File: config.mk
export PLATFORM = sky130hd
export DESIGN_NAME = dual_stage_thermostat
export DESIGN_NICKNAME = d
export VERILOG_FILES = /design/src/hw/rtl/dst_pkg.sv /design/src/hw/rtl/dst_csr_regs.sv /design/src/hw/rtl/dst_ctrl.sv /design/src/hw/rtl/dual_stage_thermostat.sv
export VERILOG_INCLUDE_DIRS = /design/src /design/src/hw/rtl
export SDC_FILE = /design/constraint.sdc
export NUM_CORES = 1
export LEC_CHECK = 0
export BUFFER_PORTS_ARGS = -buffer_cell sky130_fd_sc_hd__buf_2
export CAP_MARGIN = 20
export CORE_UTILIZATION = 35
export DETAILED_ROUTE_END_ITERATION = 12
export PLACE_DENSITY = 0.62
export REMOVE_ABC_BUFFERS = 1
export SETUP_SLACK_MARGIN = 0.4
export SLEW_MARGIN = 40
export SYNTH_ARGS = -nofsm -noshare
export SYNTH_HDL_FRONTEND = slang
export SYNTH_SLANG_ARGS = --single-unit
File: constraint.sdc
create_clock -name clock -period 5.8 [get_ports clock]
set_input_delay 0.87 -clock clock [delete_from_list [all_inputs] [get_ports clock]]
set_output_delay 0.87 -clock clock [all_outputs]
set_load 0.01 [all_outputs]
File: src/hw/rtl/dual_stage_thermostat_macros.svh
// assertion macros for the dual stage thermostat
`ifndef DUAL_STAGE_THERMOSTAT_MACROS_SVH
`define DUAL_STAGE_THERMOSTAT_MACROS_SVH

// same-cycle implication, checked out of reset
`define DST_ASSERT_SAME(label, clk, rst, cond, prop, msg) \
   label: assert property (@(posedge clk) disable iff (rst) (cond) |-> (prop)) \
      else $error(msg);

// next-cycle implication, checked out of reset
`define DST_ASSERT_NEXT(label, clk, rst, cond, prop, msg) \
   label: assert property (@(posedge clk) disable iff (rst) (cond) |=> (prop)) \
      else $error(msg);

`endif

File: src/hw/rtl/dst_pkg.sv
// shared types and constants for the dual stage thermostat
`timescale 1ns / 1ps

package dst_pkg;

   localparam int DIFF_WIDTH      = 15;
   localparam int CSR_INDEX_WIDTH = 3;

   typedef enum logic [CSR_INDEX_WIDTH-1:0] {
      CSR_SETPOINT          = 3'd0,
      CSR_HEAT_DIFFERENTIAL = 3'd1,
      CSR_COOL_DIFFERENTIAL = 3'd2,
      CSR_COOL_MIN_ON_MS    = 3'd3,
      CSR_COOL_MIN_OFF_MS   = 3'd4,
      CSR_CHANGEOVER_MS     = 3'd5,
      CSR_CONTROL_ENABLE    = 3'd6
   } dst_csr_index_type;

   typedef struct packed {
      logic heat;
      logic cool;
   } dst_drive_type;

endpackage

File: src/hw/rtl/dst_csr_regs.sv
// configuration register file for the dual stage thermostat
`timescale 1ns / 1ps

module dst_csr_regs #(
   parameter int TEMP_WIDTH = 16,
   parameter int TIME_WIDTH = 32,
   parameter int CSR_WIDTH  = 32
) (
   input  logic                                 clock,
   input  logic                                 reset,
   input  logic                                 csr_we,
   input  logic [dst_pkg::CSR_INDEX_WIDTH-1:0]  csr_index,
   input  logic [CSR_WIDTH-1:0]                 csr_wdata,
   output logic signed [TEMP_WIDTH-1:0]         setpoint,
   output logic [dst_pkg::DIFF_WIDTH-1:0]       heat_differential,
   output logic [dst_pkg::DIFF_WIDTH-1:0]       cool_differential,
   output logic [TIME_WIDTH-1:0]                cool_min_on_ms,
   output logic [TIME_WIDTH-1:0]                cool_min_off_ms,
   output logic [TIME_WIDTH-1:0]                changeover_ms,
   output logic                                 control_enable
);
   import dst_pkg::*;

   logic signed [TEMP_WIDTH-1:0] setpoint_ff, setpoint_in;
   logic [DIFF_WIDTH-1:0]        heat_diff_ff, heat_diff_in;
   logic [DIFF_WIDTH-1:0]        cool_diff_ff, cool_diff_in;
   logic [TIME_WIDTH-1:0]        min_on_ff, min_on_in;
   logic [TIME_WIDTH-1:0]        min_off_ff, min_off_in;
   logic [TIME_WIDTH-1:0]        changeover_ff, changeover_in;
   logic                         enable_ff, enable_in;

   always_comb begin
      setpoint_in   = setpoint_ff;
      heat_diff_in  = heat_diff_ff;
      cool_diff_in  = cool_diff_ff;
      min_on_in     = min_on_ff;
      min_off_in    = min_off_ff;
      changeover_in = changeover_ff;
      enable_in     = enable_ff;
      if (csr_we) begin
         case (csr_index)
            CSR_SETPOINT:          setpoint_in   = csr_wdata[TEMP_WIDTH-1:0];
            CSR_HEAT_DIFFERENTIAL: heat_diff_in  = csr_wdata[DIFF_WIDTH-1:0];
            CSR_COOL_DIFFERENTIAL: cool_diff_in  = csr_wdata[DIFF_WIDTH-1:0];
            CSR_COOL_MIN_ON_MS:    min_on_in     = csr_wdata[TIME_WIDTH-1:0];
            CSR_COOL_MIN_OFF_MS:   min_off_in    = csr_wdata[TIME_WIDTH-1:0];
            CSR_CHANGEOVER_MS:     changeover_in = csr_wdata[TIME_WIDTH-1:0];
            CSR_CONTROL_ENABLE:    enable_in     = csr_wdata[0];
            default: ;
         endcase
      end
   end

   always_ff @(posedge clock) begin
      if (reset) begin
         setpoint_ff   <= '0;
         heat_diff_ff  <= '0;
         cool_diff_ff  <= '0;
         min_on_ff     <= '0;
         min_off_ff    <= '0;
         changeover_ff <= '0;
         enable_ff     <= 1'b0;
      end else begin
         setpoint_ff   <= setpoint_in;
         heat_diff_ff  <= heat_diff_in;
         cool_diff_ff  <= cool_diff_in;
         min_on_ff     <= min_on_in;
         min_off_ff    <= min_off_in;
         changeover_ff <= changeover_in;
         enable_ff     <= enable_in;
      end
   end

   assign setpoint          = setpoint_ff;
   assign heat_differential = heat_diff_ff;
   assign cool_differential = cool_diff_ff;
   assign cool_min_on_ms    = min_on_ff;
   assign cool_min_off_ms   = min_off_ff;
   assign changeover_ms     = changeover_ff;
   assign control_enable    = enable_ff;

endmodule

File: src/hw/rtl/dst_ctrl.sv
// stage decision logic and stage timing state for the dual stage thermostat
`timescale 1ns / 1ps

module dst_ctrl #(
   parameter int TEMP_WIDTH = 16,
   parameter int TIME_WIDTH = 32
) (
   input  logic                            clock,
   input  logic                            reset,
   input  logic                            step,
   input  logic signed [TEMP_WIDTH-1:0]    sample_value,
   input  logic                            sample_valid,
   input  logic [TIME_WIDTH-1:0]           now_ms,
   input  logic signed [TEMP_WIDTH-1:0]    setpoint,
   input  logic [dst_pkg::DIFF_WIDTH-1:0]  heat_differential,
   input  logic [dst_pkg::DIFF_WIDTH-1:0]  cool_differential,
   input  logic [TIME_WIDTH-1:0]           cool_min_on_ms,
   input  logic [TIME_WIDTH-1:0]           cool_min_off_ms,
   input  logic [TIME_WIDTH-1:0]           changeover_ms,
   input  logic                            control_enable,
   output dst_pkg::dst_drive_type          drive_next
);
   import dst_pkg::*;

   localparam int CMP_WIDTH = ((TEMP_WIDTH > DIFF_WIDTH) ? TEMP_WIDTH : DIFF_WIDTH) + 2;

   logic                  heat_active_ff, heat_active_in;
   logic                  cool_active_ff, cool_active_in;
   logic [TIME_WIDTH-1:0] heat_off_time_ff, heat_off_time_in;
   logic [TIME_WIDTH-1:0] cool_off_time_ff, cool_off_time_in;
   logic [TIME_WIDTH-1:0] cool_on_time_ff, cool_on_time_in;
   logic                  heat_off_known_ff, heat_off_known_in;
   logic                  cool_off_known_ff, cool_off_known_in;

   logic signed [CMP_WIDTH-1:0] temp_ext, sp_ext, heat_on_level, cool_on_level;
   logic [TIME_WIDTH-1:0]       since_heat_off, since_cool_off, since_cool_on;
   logic run, want_heat, want_cool, cool_min_off_block, cool_hold;
   logic heat_b, cool_b, heat_c, cool_c, changeover_on;

   assign temp_ext = {{(CMP_WIDTH-TEMP_WIDTH){sample_value[TEMP_WIDTH-1]}}, sample_value};
   assign sp_ext   = {{(CMP_WIDTH-TEMP_WIDTH){setpoint[TEMP_WIDTH-1]}}, setpoint};
   assign heat_on_level = sp_ext - $signed({{(CMP_WIDTH-DIFF_WIDTH){1'b0}}, heat_differential});
   assign cool_on_level = sp_ext + $signed({{(CMP_WIDTH-DIFF_WIDTH){1'b0}}, cool_differential});

   // wrap-around elapsed times
   assign since_heat_off = now_ms - heat_off_time_ff;
   assign since_cool_off = now_ms - cool_off_time_ff;
   assign since_cool_on  = now_ms - cool_on_time_ff;

   assign run           = control_enable && sample_valid;
   assign changeover_on = (changeover_ms != '0);

   always_comb begin
      want_heat = heat_active_ff ? (temp_ext < sp_ext) : (temp_ext < heat_on_level);
      want_cool = cool_active_ff ? (temp_ext > sp_ext) : (temp_ext > cool_on_level);

      cool_min_off_block = !cool_active_ff && (cool_min_off_ms != '0) && cool_off_known_ff &&
                           (since_cool_off < cool_min_off_ms);
      cool_b = want_cool && !cool_min_off_block;

      // compressor held on by its minimum-on window
      cool_hold = !cool_b && cool_active_ff && (cool_min_on_ms != '0) &&
                  (since_cool_on < cool_min_on_ms);
      heat_b = want_heat && !cool_hold;
      cool_b = cool_b || cool_hold;

      heat_c = heat_b && !(changeover_on && !heat_active_ff &&
               (cool_active_ff || (cool_off_known_ff && (since_cool_off < changeover_ms))));
      cool_c = cool_b && !(changeover_on && !cool_active_ff &&
               (heat_active_ff || (heat_off_known_ff && (since_heat_off < changeover_ms))));

      drive_next.heat = run && heat_c && !cool_c;
      drive_next.cool = run && cool_c && !heat_c;
   end

   always_comb begin
      heat_active_in    = heat_active_ff;
      cool_active_in    = cool_active_ff;
      heat_off_time_in  = heat_off_time_ff;
      cool_off_time_in  = cool_off_time_ff;
      cool_on_time_in   = cool_on_time_ff;
      heat_off_known_in = heat_off_known_ff;
      cool_off_known_in = cool_off_known_ff;
      if (step) begin
         heat_active_in = drive_next.heat;
         cool_active_in = drive_next.cool;
         if (heat_active_ff && !drive_next.heat) begin
            heat_off_time_in  = now_ms;
            heat_off_known_in = 1'b1;
         end
         if (cool_active_ff && !drive_next.cool) begin
            cool_off_time_in  = now_ms;
            cool_off_known_in = 1'b1;
         end
         if (!cool_active_ff && drive_next.cool) begin
            cool_on_time_in = now_ms;
         end
      end
   end

   always_ff @(posedge clock) begin
      if (reset) begin
         heat_active_ff    <= 1'b0;
         cool_active_ff    <= 1'b0;
         heat_off_time_ff  <= '0;
         cool_off_time_ff  <= '0;
         cool_on_time_ff   <= '0;
         heat_off_known_ff <= 1'b0;
         cool_off_known_ff <= 1'b0;
      end else begin
         heat_active_ff    <= heat_active_in;
         cool_active_ff    <= cool_active_in;
         heat_off_time_ff  <= heat_off_time_in;
         cool_off_time_ff  <= cool_off_time_in;
         cool_on_time_ff   <= cool_on_time_in;
         heat_off_known_ff <= heat_off_known_in;
         cool_off_known_ff <= cool_off_known_in;
      end
   end

endmodule

File: src/hw/rtl/dual_stage_thermostat.sv
// top level of the dual stage thermostat
// req channel: one beat per control tick carrying sample_value, sample_valid
//   and now_ms; rsp channel: one beat per tick carrying heat_drive and
//   cool_drive, in tick order
// csr port: write enable, register index and data, to be written by the user only
//   while idle (the block does not enforce this); unknown indexes are ignored
// path: a req beat lands in the input register, the decision is taken from that
//   register and the rsp beat is registered in the result register
// throughput: one tick per cycle while rsp_ready is high, set by the combinational
//   decision between the input register and the result register
// stalls: while rsp_ready is low the result register holds its beat; one more
//   req beat may wait in the input register, then req_ready drops
// reset: synchronous, clears the valid flags of both pipeline stages, all stage
//   state and all configuration registers (controller disabled)
`timescale 1ns / 1ps

module dual_stage_thermostat #(
   parameter int TEMP_WIDTH = 16,
   parameter int TIME_WIDTH = 32
) (
   input  logic                                           clock,
   input  logic                                           reset,
   input  logic                                           req_valid,
   output logic                                           req_ready,
   input  logic signed [TEMP_WIDTH-1:0]                   req_sample_value,
   input  logic                                           req_sample_valid,
   input  logic [TIME_WIDTH-1:0]                          req_now_ms,
   output logic                                           rsp_valid,
   input  logic                                           rsp_ready,
   output logic                                           rsp_heat_drive,
   output logic                                           rsp_cool_drive,
   input  logic                                           csr_we,
   input  logic [dst_pkg::CSR_INDEX_WIDTH-1:0]            csr_index,
   input  logic [((TEMP_WIDTH > TIME_WIDTH) ? TEMP_WIDTH : TIME_WIDTH)-1:0] csr_wdata
);
   import dst_pkg::*;

   `include "dual_stage_thermostat_macros.svh"

   localparam int CSR_WIDTH = (TEMP_WIDTH > TIME_WIDTH) ? TEMP_WIDTH : TIME_WIDTH;

   logic signed [TEMP_WIDTH-1:0] setpoint;
   logic [DIFF_WIDTH-1:0]        heat_differential, cool_differential;
   logic [TIME_WIDTH-1:0]        cool_min_on_ms, cool_min_off_ms, changeover_ms;
   logic                         control_enable;

   logic                         in_valid_ff, in_valid_in;
   logic signed [TEMP_WIDTH-1:0] in_value_ff, in_value_in;
   logic                         in_flag_ff, in_flag_in;
   logic [TIME_WIDTH-1:0]        in_now_ff, in_now_in;
   logic                         out_valid_ff, out_valid_in;
   dst_drive_type                out_drive_ff, out_drive_in;
   dst_drive_type                drive_next;
   logic                         advance, req_take;

   assign advance   = in_valid_ff && (!out_valid_ff || rsp_ready);
   assign req_ready = !in_valid_ff || advance;
   assign req_take  = req_valid && req_ready;

   dst_csr_regs #(
      .TEMP_WIDTH (TEMP_WIDTH),
      .TIME_WIDTH (TIME_WIDTH),
      .CSR_WIDTH  (CSR_WIDTH)
   ) u_csr (
      .clock             (clock),
      .reset             (reset),
      .csr_we            (csr_we),
      .csr_index         (csr_index),
      .csr_wdata         (csr_wdata),
      .setpoint          (setpoint),
      .heat_differential (heat_differential),
      .cool_differential (cool_differential),
      .cool_min_on_ms    (cool_min_on_ms),
      .cool_min_off_ms   (cool_min_off_ms),
      .changeover_ms     (changeover_ms),
      .control_enable    (control_enable)
   );

   dst_ctrl #(
      .TEMP_WIDTH (TEMP_WIDTH),
      .TIME_WIDTH (TIME_WIDTH)
   ) u_ctrl (
      .clock             (clock),
      .reset             (reset),
      .step              (advance),
      .sample_value      (in_value_ff),
      .sample_valid      (in_flag_ff),
      .now_ms            (in_now_ff),
      .setpoint          (setpoint),
      .heat_differential (heat_differential),
      .cool_differential (cool_differential),
      .cool_min_on_ms    (cool_min_on_ms),
      .cool_min_off_ms   (cool_min_off_ms),
      .changeover_ms     (changeover_ms),
      .control_enable    (control_enable),
      .drive_next        (drive_next)
   );

   always_comb begin
      in_valid_in = in_valid_ff;
      in_value_in = in_value_ff;
      in_flag_in  = in_flag_ff;
      in_now_in   = in_now_ff;
      if (req_take) begin
         in_valid_in = 1'b1;
         in_value_in = req_sample_value;
         in_flag_in  = req_sample_valid;
         in_now_in   = req_now_ms;
      end else if (advance) begin
         in_valid_in = 1'b0;
      end
   end

   always_comb begin
      out_valid_in = out_valid_ff;
      out_drive_in = out_drive_ff;
      if (advance) begin
         out_valid_in = 1'b1;
         out_drive_in = drive_next;
      end else if (rsp_ready) begin
         out_valid_in = 1'b0;
      end
   end

   always_ff @(posedge clock) begin
      if (reset) begin
         in_valid_ff  <= 1'b0;
         out_valid_ff <= 1'b0;
      end else begin
         in_valid_ff  <= in_valid_in;
         out_valid_ff <= out_valid_in;
      end
   end

   always_ff @(posedge clock) begin
      in_value_ff  <= in_value_in;
      in_flag_ff   <= in_flag_in;
      in_now_ff    <= in_now_in;
      out_drive_ff <= out_drive_in;
   end

   assign rsp_valid      = out_valid_ff;
   assign rsp_heat_drive = out_drive_ff.heat;
   assign rsp_cool_drive = out_drive_ff.cool;

   `DST_ASSERT_SAME(a_never_both, clock, reset, rsp_valid, !(rsp_heat_drive && rsp_cool_drive), "heat and cool driven together")
   `DST_ASSERT_NEXT(a_disabled_off, clock, reset, advance && !control_enable, !rsp_heat_drive && !rsp_cool_drive, "drive on while disabled")
   `DST_ASSERT_SAME(a_ready_when_drained, clock, reset, rsp_ready, req_ready, "req stalled although rsp side drains")
   `DST_ASSERT_NEXT(a_result_follows, clock, reset, in_valid_ff && (!rsp_valid || rsp_ready), rsp_valid, "tick lost between stages")

endmodule

==> metrics.md, run 1 <==
| Metric | Value |
|---|---|
| Status | complete, no violations |
| Hold Path Cell Cnt | 2 |
| Clock sinks | between 200 and 300 |
| Combinational share of power | 0.210 |
| VDD IR max | 0.2242 mV |
| Mux contribution to synthesized area | 0.04855 |
| GRT Max-Usage Layer | met2 |
| Starting density of the core | 0.3566 |
| GP Congestion | just over 0.9 |
| Worst-path fanout max | 8 |
| Initial antenna violation count | 6 |
| Worst Min Path Start | u_csr.heat_differential[8] |
| Final net count | a little over 3000 |
| Residual DRC count | 0 |
| WHS | ~460 ps |
| Flop pwr share | 0.380 |
| Mean routed wirelength per cell | roughly 18 um |
| Post-Synth Simple-Gate Area | 0.1741 |
| NetSw | around 1700 uW |
| Hold buffers post-CTS | 0 |
| Worst r2r src | in_now_ff[1] |
| Max Root-Sink Buffers | 3 |
| Int Power | approximately 4100 uW |
| Final hold violation count | 0 |
| R2R setup slack | between 100 and 150 ps |
| Slew Viols, Final | 0 |
| Mean Syn Cell Area | 8.202 um2 |
| Synth Area in Compound Gates | 0.1738 |
| Fin util | 0.4280 |
| PwrDens | 231.3 nW/um2 |
| Die ar. | between 60000 and 70000 um2 |
| Post-Synth XOR/XNOR Area | 0.04655 |
| Worst-Margin Slew | around 800 ps |
| Final wirelength | approximately 65000 um |
| WP data required | approximately 6300 ps |
| FF/Latch Area | about 6400 um2 |
| Post-route clock period utilization | 0.9808 |
| Worst-Skew Late Latency | roughly 560 ps |
| Num CTS Buffers | 37 |
| CTS clk-pin slew, worst paths | around 60 ps |
| Core region area | slightly below 60000 um2 |
| Achievable frequency | about 180 MHz |
| First-pass GRT wire length | 99120 um |
| Yosys warnings | 0 |
| DP Area | approximately 23000 um2 |
| Remaining Overflow, GRT | 0 |
| HP Class | flip-flop to flip-flop |
| Share of cells above drive strength 1 | 0.1421 |
| Die Wd | about 250 um |
| Port bufs | 92 |
| Top FF cell, synth | dfxtp_1 |
| Die Height | 245.2 um |
| GR Util met3 | 0.03750 |
| Netlist cell types | 72 |
| RSZ-0062 raised after global routing | true |
| Multi-input gate area | about 13000 um2 |
| Synth Cell Area | slightly above 20000 um2 |
| Fillers | 5694 |
| Leakage | 0.009837 uW |
| Setup crit end kind | flip-flop |
| Reg-to-reg endpoint | u_ctrl.cool_on_time_ff[15] |
| DR iter-0 viols | between 1000 and 1500 |
| Final setup fails | 0 |
| Worst Skew | between 20 and 25 ps |
| Vias in the first global route | ~18000 |
| Clock power frac | 0.410 |
| H-tree Lvls | 2 |
| Total I/O pin count | 93 |
| FFs w/ async S/R, synth | 0 |
| Sequential area share after synthesis | 0.3110 |
| Routed via count | roughly 19000 |
| CP Class | flip-flop to flip-flop |
| Slew margin rel. | 0.4471 |
| Synth Area in Adders | 0.1838 |
| Gr usage total | 0.2106 |
| Post-route cell area | around 25000 um2 |
| Maximum Capacitance Violations | 0 |
| GR Util met1 | 0.2713 |
| Rows | between 80 and 90 |
| CP Launch Type | flip-flop |
| CTS tree | done |
| Hold Path End | u_csr.heat_differential[8] |
| Synthesis-to-layout area growth | 20.01% |
| R2R cell count | 25 |
| WP data arrival | between 6000 and 7000 ps |
| Sw frac | 0.2946 |
| Placed wire-length estimate | 48350 um |
| Post-route minimum period | ~5700 ps |
| Post-Syn Instances | 2523 |
| DRT Pass-1 Iters | 5 |
| Global routing usage on met2 | 0.3544 |
| Clock root buffer | clkbuf_16 |
| Total Power | about 5700 uW |
| Pin count of the biggest net entering global routing | about 120 |
| Post-DRT Antenna Nets | 0 |
| Number of synthesized flops with an enable pin | 51 |
| FF+latch count, synth | 296 |
| Largest family of logic cells by synthesized area | adder cells |
| DR vias/cell | 5.283 |
[power groups by stage]
| stage | registers (uW) | clock network, uW | logic [uW] |
|---|---|---|---|
| final | 2180 | 2360 | 1210 |
| after floorplan | 2210 | 0 | 727 |
| after CTS | 2180 | 2420 | 1170 |
| after global routing | 2190 | 2500 | 1340 |
| after global placement | 2230 | 0 | 1090 |
| after detailed placement | 2230 | 0 | 1130 |
[layout make-up]
| cell class | instances | area share |
|---|---|---|
| Inverter | 258 | 0.03904 |
| Clock buffer | 57 | 0.04736 |
| Antenna cell | 1 | 0.0001008 |
| Clock inverter | 11 | 0.002821 |
| Timing Repair Buffer | 228 | 0.06967 |
| Multi-Input combinational cell | 1894 | 0.5433 |
| Tap cell | 765 | 0.03854 |
| Sequential cell | 296 | 0.2592 |
[per-stage QoR]
stage | TNS, ps | instances | setup slack (ps)
2_1_floorplan | -42760 | 2448 | -1648
3_3_place_gp | -5030 | 3415 | -109.7
3_5_place_dp | -14970 | 3415 | -240.9
4_1_cts | 0 | 3501 | 144.0
5_1_grt | -2726 | 3510 | -115.3
6_report | 0 | 3510 | 111.1
[cells in the final DEF (no fill, tap or decap), types with 16 or more instances in the layout]
cell,n
edfxtp_1,51
clkbuf_16,42
a21oi_1,260
xor2_1,31
nor3_1,26
nor2_1,75
o21ai_0,49
o21a_1,28
ha_1,293
nand4_1,32
nand3_1,41
nor4_1,26
buf_4,117
dfxtp_1,244
buf_2,91
nor2b_1,29
nand2_1,464
mux2i_1,98
nand2b_1,35
inv_1,254
a21o_1,73
xnor2_1,72
a21oi_2,16
[timing repair]
action,4_1_cts,5_1_grt
pin swaps,37,52
setup buffers,11,7
gates cloned,7,1
resized for setup,80,46
hold endpoints to repair,0,0
endpoints found under the setup margin,102,102
[layer usage]
layer	vias up	share of wire
li1	9180	-
met1	8839	0.45
met2	402	0.46
met3	111	0.055
met4	10	0.029
met5	-	0.00094
[how the worst max path moves through the flow]
stage	start	end	slack (ps)	cells past startpoint
finish	in_now_ff[1]	u_ctrl.cool_on_time_ff[15]	110	25
global route	in_now_ff[0]	u_ctrl.cool_on_time_ff[15]	-120	33
CTS	in_now_ff[0]	u_ctrl.heat_off_time_ff[12]	140	30
detailed placement	in_now_ff[0]	u_ctrl.cool_on_time_ff[7]	-240	27
global placement	in_now_ff[0]	u_ctrl.cool_on_time_ff[2]	-110	32
floorplan	in_now_ff[0]	u_ctrl.cool_on_time_ff[0]	-1650	22
[synthesized netlist by cell type (5+ instances only)]
cell,number,area (um2)
xnor2_1,77,674.4
nand3_1,44,220.2
a41oi_1,7,61.31
o2111ai_1,5,43.79
a21boi_0,5,37.54
nor2b_1,30,187.7
inv_1,257,964.7
nand2_1,464,1742
o211ai_1,13,97.59
nor3b_1,6,45.04
a221oi_1,6,52.55
a21oi_1,276,1381
xor2_1,33,289.0
or3_1,9,56.30
a211oi_1,18,135.1
nor2_1,79,296.5
a31oi_1,15,93.84
clkbuf_1,60,225.2
o21ai_0,66,330.3
nor3_1,32,160.2
mux2i_1,99,991.0
and3_1,12,75.07
o21bai_1,18,135.1
a21o_1,73,548.0
fa_1,5,100.1
nor4_1,28,175.2
nand2b_1,35,219.0
ha_1,296,3704
and4_1,5,43.79
edfxtp_1,51,1531
and2_1,8,50.05
buf_2,8,40.04
dfxtp_1,245,4905
o21a_1,28,210.2
a211o_1,5,43.79
o31ai_1,8,60.06
nand4_1,32,200.2
[state kept, by name (all words and copies together) (netlist names), 16 cells and up]
signal	flops
u_ctrl.heat_off_time_ff	32
u_csr.cool_min_on_ms	32
u_ctrl.cool_on_time_ff	32
u_csr.changeover_ms	32
u_ctrl.cool_off_time_ff	32
in_value_ff	16
u_csr.setpoint	16
u_csr.cool_min_off_ms	32
in_now_ff	32
[logic make-up (layout without fill, tap and decap cells)]
family                     after synthesis  count (layout)
DFF                                    296             296
adders and majority gates              301             301
buffers and inverters                  333             554
AOI/OAI and AO/OA                      582             582
and+or+nand+nor                        801             801
muxes                                  100             100
other                                    0               1
xor gates and xnor gates               110             110
[critical path, cell delays in order (launching register included)]
cell	delay [ps]
edfxtp_1	410
buf_4	180
ha_1	260
nor2b_1	160
o31a_1	180
nor4_2	50
buf_4	140
o31ai_2	280
a21o_1	340
a211o_1	260
nand2_1	80
o21ba_2	220
a21oi_1	240
xnor2_1	200
ha_1	340
a2111oi_4	380
a311oi_2	160
a311oi_2	320
nor3_2	90
a211oi_2	180
mux2i_2	120
buf_4	170
nor4b_4	290
buf_4	200
buf_12	170
mux2i_1	180
No activity file was read; power rests on OpenSTA's default activity.
==> run 2, diff against run 1 <==
- CORE_UTILIZATION: 35 -> 40
- PLACE_DENSITY: 0.62 -> 0.68
==> run 2 against run 1 <==
Fmax grew 2.2%. Via count up 1.1%. Hold slack improved by 1.3 ps. Total power increased by 0.71%. Combinational power is essentially flat.
==> metrics.md, run 2 (synthesis results as in run 1) <==
| Metric | Value |
|---|---|
| GP Congestion | between 0.9 and 1 |
| WHS | 457.0 ps |
| VDD IR max | 0.1635 mV |
| Mean routed wirelength per cell | about 19 um |
| CTS clk-pin slew, worst paths | about 60 ps |
| WP data required | between 6000 and 7000 ps |
| PwrDens | roughly 230 nW/um2 |
| Top cell by count, worst path | buf_4 |
| Status | complete, no violations |
| Residual DRC count | 0 |
| Worst-Skew Late Latency | roughly 560 ps |
| Gr usage total | 0.2397 |
| CP Capture Point | u_ctrl.cool_on_time_ff[31] |
| Maximum Capacitance Violations | 0 |
| Max Root-Sink Buffers | 3 |
| HP Class | flip-flop to flip-flop |
| Critical Path Source | in_now_ff[0] |
| Setup crit end kind | flip-flop |
| Slowest CP cell | edfxtp_1 |
| Remaining Overflow, GRT | 0 |
| Die Height | between 200 and 250 um |
| Num CTS Buffers | 37 |
| Clock root buffer | clkbuf_16 |
| Synthesis-to-layout area growth | 19.95% |
| Reg-to-reg endpoint | u_ctrl.cool_on_time_ff[31] |
| Routed via count | around 19000 |
| Worst-Margin Slew | 782.4 ps |
| Post-DRT Antenna Nets | 0 |
| Post-route minimum period | about 5600 ps |
| Clock sinks | a little under 300 |
| Final hold violation count | 0 |
| Worst Skew | between 15 and 20 ps |
| Slowest cell delay on critical path | 410 ps |
| Slew Viols, Final | 0 |
| Die ar. | roughly 53000 um2 |
| Most frequent cells in the layout | nand2_1 (464), ha_1 (289), a21oi_1 (258) |
| Worst r2r src | in_now_ff[0] |
| Pin count of the biggest net entering global routing | 101 |
| Total I/O pin count | 93 |
| Achievable frequency | between 150 and 200 MHz |
| CTS tree | done |
| Port bufs | 92 |
| Worst-path fanout max | 5 |
| First-pass GRT wire length | between 100000 and 150000 um |
| Die Wd | between 200 and 250 um |
| WP data arrival | approximately 6000 ps |
| Setup tns final | 0 ps |
| Final setup fails | 0 |
| Most common cell after layout, fill and taps aside | nand2_1 |
| Hold buffers post-CTS | 0 |
| Rows | approximately 80 |
| R2R cell count | 28 |
| RSZ-0062 raised after global routing | true |
| Post-route clock period utilization | 0.9594 |
| Leakage | between 0.009 and 0.01 uW |
| CP Launch Type | flip-flop |
| Share of cells above drive strength 1 | 0.1442 |
| Inserted Diodes | 0 |
| Starting density of the core | 0.4091 |
| Core region area | 50580 um2 |
| Initial antenna violation count | 0 |
| Final net count | roughly 3100 |
| Slew margin rel. | 0.4784 |
| R2R setup slack | around 240 ps |
| DR iter-0 viols | 1155 |
| Vias in the first global route | between 15000 and 20000 |
| DR vias/cell | 5.492 |
| Final wirelength | about 64000 um |
| CP Class | flip-flop to flip-flop |
| DRT Pass-1 Iters | 5 |
| H-tree Lvls | 2 |
| Placed wire-length estimate | between 40000 and 50000 um |
-- run 2: repair_timing --
action	in CTS	in global routing
gates cloned	9	0
setup buffers	25	3
gates resized for setup	127	23
endpoints found under the setup margin	102	102
pin swaps	72	8
-- run 2: layer usage --
layer / share of wire / track usage / wire, um / vias up
li1: - / - / - / 9160
met3: 0.056 / 0.02789 / 3609 / 126
met2: 0.46 / 0.4022 / 29390 / 550
met1: 0.45 / 0.3116 / 28750 / 8903
met4: 0.035 / 0.09604 / 2267 / 0
met5: 0 / 0 / 0 / -
-- run 2: worst min path at each step --
stage | startpoint | end | slack (ps) | cells after the start
4_1_cts | req_now_ms[29] | in_now_ff[29] | 450 | 1
6_report | u_ctrl.cool_on_time_ff[14] | u_ctrl.cool_on_time_ff[14] | 460 | 2
3_3_place_gp | u_ctrl.cool_on_time_ff[6] | u_ctrl.cool_on_time_ff[6] | 440 | 2
2_1_floorplan | u_csr.heat_differential[10] | u_csr.heat_differential[10] | 430 | 2
3_5_place_dp | u_ctrl.cool_on_time_ff[14] | u_ctrl.cool_on_time_ff[14] | 450 | 2
5_1_grt | req_now_ms[29] | in_now_ff[29] | 460 | 1
-- run 2: per-stage QoR --
step	utilization	cell area (um2)	setup slack (ps)	std cells	power, uW
3_3_place_gp	0.4445	22480	-164.4	3308	3300
4_1_cts	0.4883	24700	291.0	3409	5803
6_report	0.4907	24820	235.6	3412	5787
2_1_floorplan	-	20380	-1648	2448	2938
3_5_place_dp	0.4446	22490	-262.4	3308	3338
5_1_grt	0.4907	24820	24.40	3412	6034
-- run 2: critical path: cells and delay by family (launching register included) --
family | cells | cell delay [ps]
multiplexers | 2 | 340
buffers and inverters | 7 | 1120
AND/OR/NAND/NOR | 2 | 340
flip-flops | 1 | 410
XOR/XNOR | 1 | 160
AO/OA/AOI/OAI | 13 | 2350
adder cells (fa/ha/maj) | 3 | 770
-- run 2: report_power, final --
| group | leakage, uW | internal, uW | total, uW | switching (uW) |
|---|---|---|---|---|
| sequential | 0.00248 | 2140 | 2190 | 48.5 |
| clock | 0.000603 | 1430 | 2390 | 955 |
| combinational | 0.00678 | 517 | 1210 | 698 |
-- run 2: final cells by class --
cell class	count	area (um2)
clock buffer	52	1076
multi-input combinational	1894	13570
timing repair buffer	225	1772
inverter	258	969.7
tap	672	840.8
clock inverter	15	157.7
sequential	296	6436
fill	4673	25760
==> run 3, diff against run 2 <==
- BUFFER_PORTS_ARGS: -buffer_cell sky130_fd_sc_hd__buf_2 -> default
- CORE_MARGIN: default -> 1
- DONT_BUFFER_PORTS: default -> 1
- PLACE_DENSITY: 0.68 -> 0.66
==> run 3 against run 2 <==
Register-to-register slack better by 20 ps. Total power decreased by 2.0%. Non-clock buffer count shrank 92. Clock power decreased by 2%. Combinational power decreased by 5%. Critical path depth up 4. Fmax increased by 0.43%. Wire length about the same. Core utilization is 1.0 points lower. Sequential share of layout area increased by 0.58 points. Via count fell by 2.1%. Sequential cell count is the same. Critical path type unchanged. Critical endpoint is now u_ctrl.cool_on_time_ff[30]. Largest power group unchanged.
==> metrics.md, run 3 (synthesis results as in run 1) <==
| Metric | Value |
|---|---|
| Gr usage total | 0.2364 |
| Die Wd | ~230 um |
| Worst Min Path Start | req_sample_value[13] |
| Fillers | between 4000 and 5000 |
| CTS tree | done |
| Total Power | ~5700 uW |
| Final setup fails | 0 |
| HP Class | input port to flip-flop |
| Clock sinks | ~300 |
| Routed via count | 18340 |
| Die Height | 229.5 um |
| Pin count of the biggest net entering global routing | 166 |
| Post-DRT Antenna Nets | 0 |
| CP Launch Type | flip-flop |
| Setup crit end kind | flip-flop |
| Placed wire-length estimate | 47280 um |
| Leakage | ~0.0095 uW |
| Slowest CP cell | or4b_4 |
| CP Class | flip-flop to flip-flop |
| Worst-Margin Slew | just over 800 ps |
| Post-route cell area | between 20000 and 25000 um2 |
| Inserted Diodes | 0 |
| Starting density of the core | 0.4091 |
| Mean routed wirelength per cell | approximately 19 um |
| Most common cell after layout, fill and taps aside | nand2_1 |
| Remaining Overflow, GRT | 0 |
| Port bufs | 0 |
| RSZ-0062 raised after global routing | true |
| WP data arrival | 5970 ps |
| Worst Skew | about 34 ps |
| Vias in the first global route | 17920 |
| Die ar. | 52650 um2 |
| Post-placement cell count | approximately 3200 |
| Final hold violation count | 0 |
| Max Root-Sink Buffers | 3 |
| Rows | 82 |
| Hold Path End | in_value_ff[13] |
| First-pass GRT wire length | 97610 um |
| R2R setup slack | 260 ps |
| WP data required | ~6200 ps |
| Slew margin rel. | 0.4545 |
| Synthesis-to-layout area growth | 17.39% |
| Reg-to-reg endpoint | u_ctrl.cool_on_time_ff[30] |
| DRT Pass-1 Iters | 7 |
| Slowest cell delay on critical path | ~530 ps |
| DR vias/cell | roughly 5.5 |
| Worst r2r src | in_now_ff[0] |
| GP Congestion | 0.9438 |
| Most frequent cells in the layout | nand2_1 (464), ha_1 (291), a21oi_1 (255), inv_1 (255), dfxtp_1 (242) |
| Hold buffers post-CTS | 0 |
| Slew Viols, Final | 0 |
| Achievable frequency | 180.5 MHz |
| PwrDens | between 200 and 250 nW/um2 |
| DR iter-0 viols | approximately 1300 |
| H-tree Lvls | 2 |
| Post-route clock period utilization | 0.9553 |
| Final wirelength | between 60000 and 70000 um |
| Residual DRC count | 0 |
| Num CTS Buffers | 38 |
| Core region area | 50580 um2 |
| Fin util | 0.4803 |
| WHS | around 380 ps |
| Top cell by count, worst path | buf_4 |
| DP Area | 22050 um2 |
| VDD IR max | approximately 0.18 mV |
| Initial antenna violation count | 1 |
| Post-route minimum period | 5541 ps |
| R2R cell count | 32 |
| Hold Path Cell Cnt | 0 |
| Worst-Skew Late Latency | between 500 and 600 ps |
| Share of cells above drive strength 1 | 0.1140 |
| Status | complete, no violations |
| Final net count | between 3000 and 4000 |
| Clock root buffer | clkbuf_16 |
| Final std cells w/o fill | 3322 |
| Maximum Capacitance Violations | 0 |
| Total I/O pin count | just over 90 |
| Worst-path fanout max | 15 |
| CTS clk-pin slew, worst paths | roughly 60 ps |
## run 3: worst max path at each step
stage / endpoint / startpoint / slack, ps / cells past startpoint
6_report: u_ctrl.cool_on_time_ff[30] / in_now_ff[0] / 260 / 32
5_1_grt: u_ctrl.cool_off_time_ff[23] / in_now_ff[0] / 10 / 34
4_1_cts: u_ctrl.cool_on_time_ff[11] / in_now_ff[0] / 310 / 27
3_5_place_dp: u_ctrl.cool_on_time_ff[5] / in_now_ff[0] / -190 / 28
3_3_place_gp: u_ctrl.heat_off_time_ff[2] / in_now_ff[0] / -90 / 27
2_1_floorplan: u_ctrl.cool_on_time_ff[0] / in_now_ff[0] / -1650 / 22
## run 3: stage by stage
| step | setup TNS (ps) | setup WS [ps] |
|---|---|---|
| final | 0 | 259.4 |
| after global routing | 0 | 11.33 |
| after CTS | 0 | 313.5 |
| after detailed placement | -10770 | -191.3 |
| after global placement | -5681 | -93.23 |
| after floorplan | -42760 | -1648 |
## run 3: metal layers
layer / up-vias / global-route usage / share of wire
li1: 8985 / - / -
met4: 2 / 0.09229 / 0.034
met2: 530 / 0.3813 / 0.45
met5: - / 0 / 0.00030
met1: 8706 / 0.3052 / 0.44
met3: 121 / 0.05266 / 0.070
## run 3: cell type report
cell class | instances | area (um2) | share of cell area
flip-flops and latches | 296 | 6440 | 0.2651
multi-input cells | 1894 | 13570 | 0.5586
repair buffers | 133 | 1247 | 0.05135
clock buffers | 60 | 1157 | 0.04764
inverters | 258 | 969.7 | 0.03992
well taps | 672 | 840.8 | 0.03461
clock inverters | 9 | 68.82 | 0.002833
## run 3: where the power goes
part           switching (uW)  internal, uW
Clock                     963          1380
Combinational             659           490
Sequential               47.6          2140
Total                    1670          4000
## run 3: what timing repair did
item,in CTS,in global routing
endpoints found under the setup margin,102,102
pin swaps,57,20
setup buffers,20,4
cloned,5,5
resized for setup,109,32
## run 3: critical path: cells and delay by family (launching register included)
| family | cells | cell delay, ps |
|---|---|---|
| XOR/XNOR | 1 | 100 |
| AND/OR/NAND/NOR | 3 | 790 |
| multiplexers | 2 | 290 |
| flip-flops | 1 | 400 |
| adder cells (fa/ha/maj) | 3 | 640 |
| buffers and inverters | 9 | 1180 |
| AO/OA/AOI/OAI | 14 | 1980 |
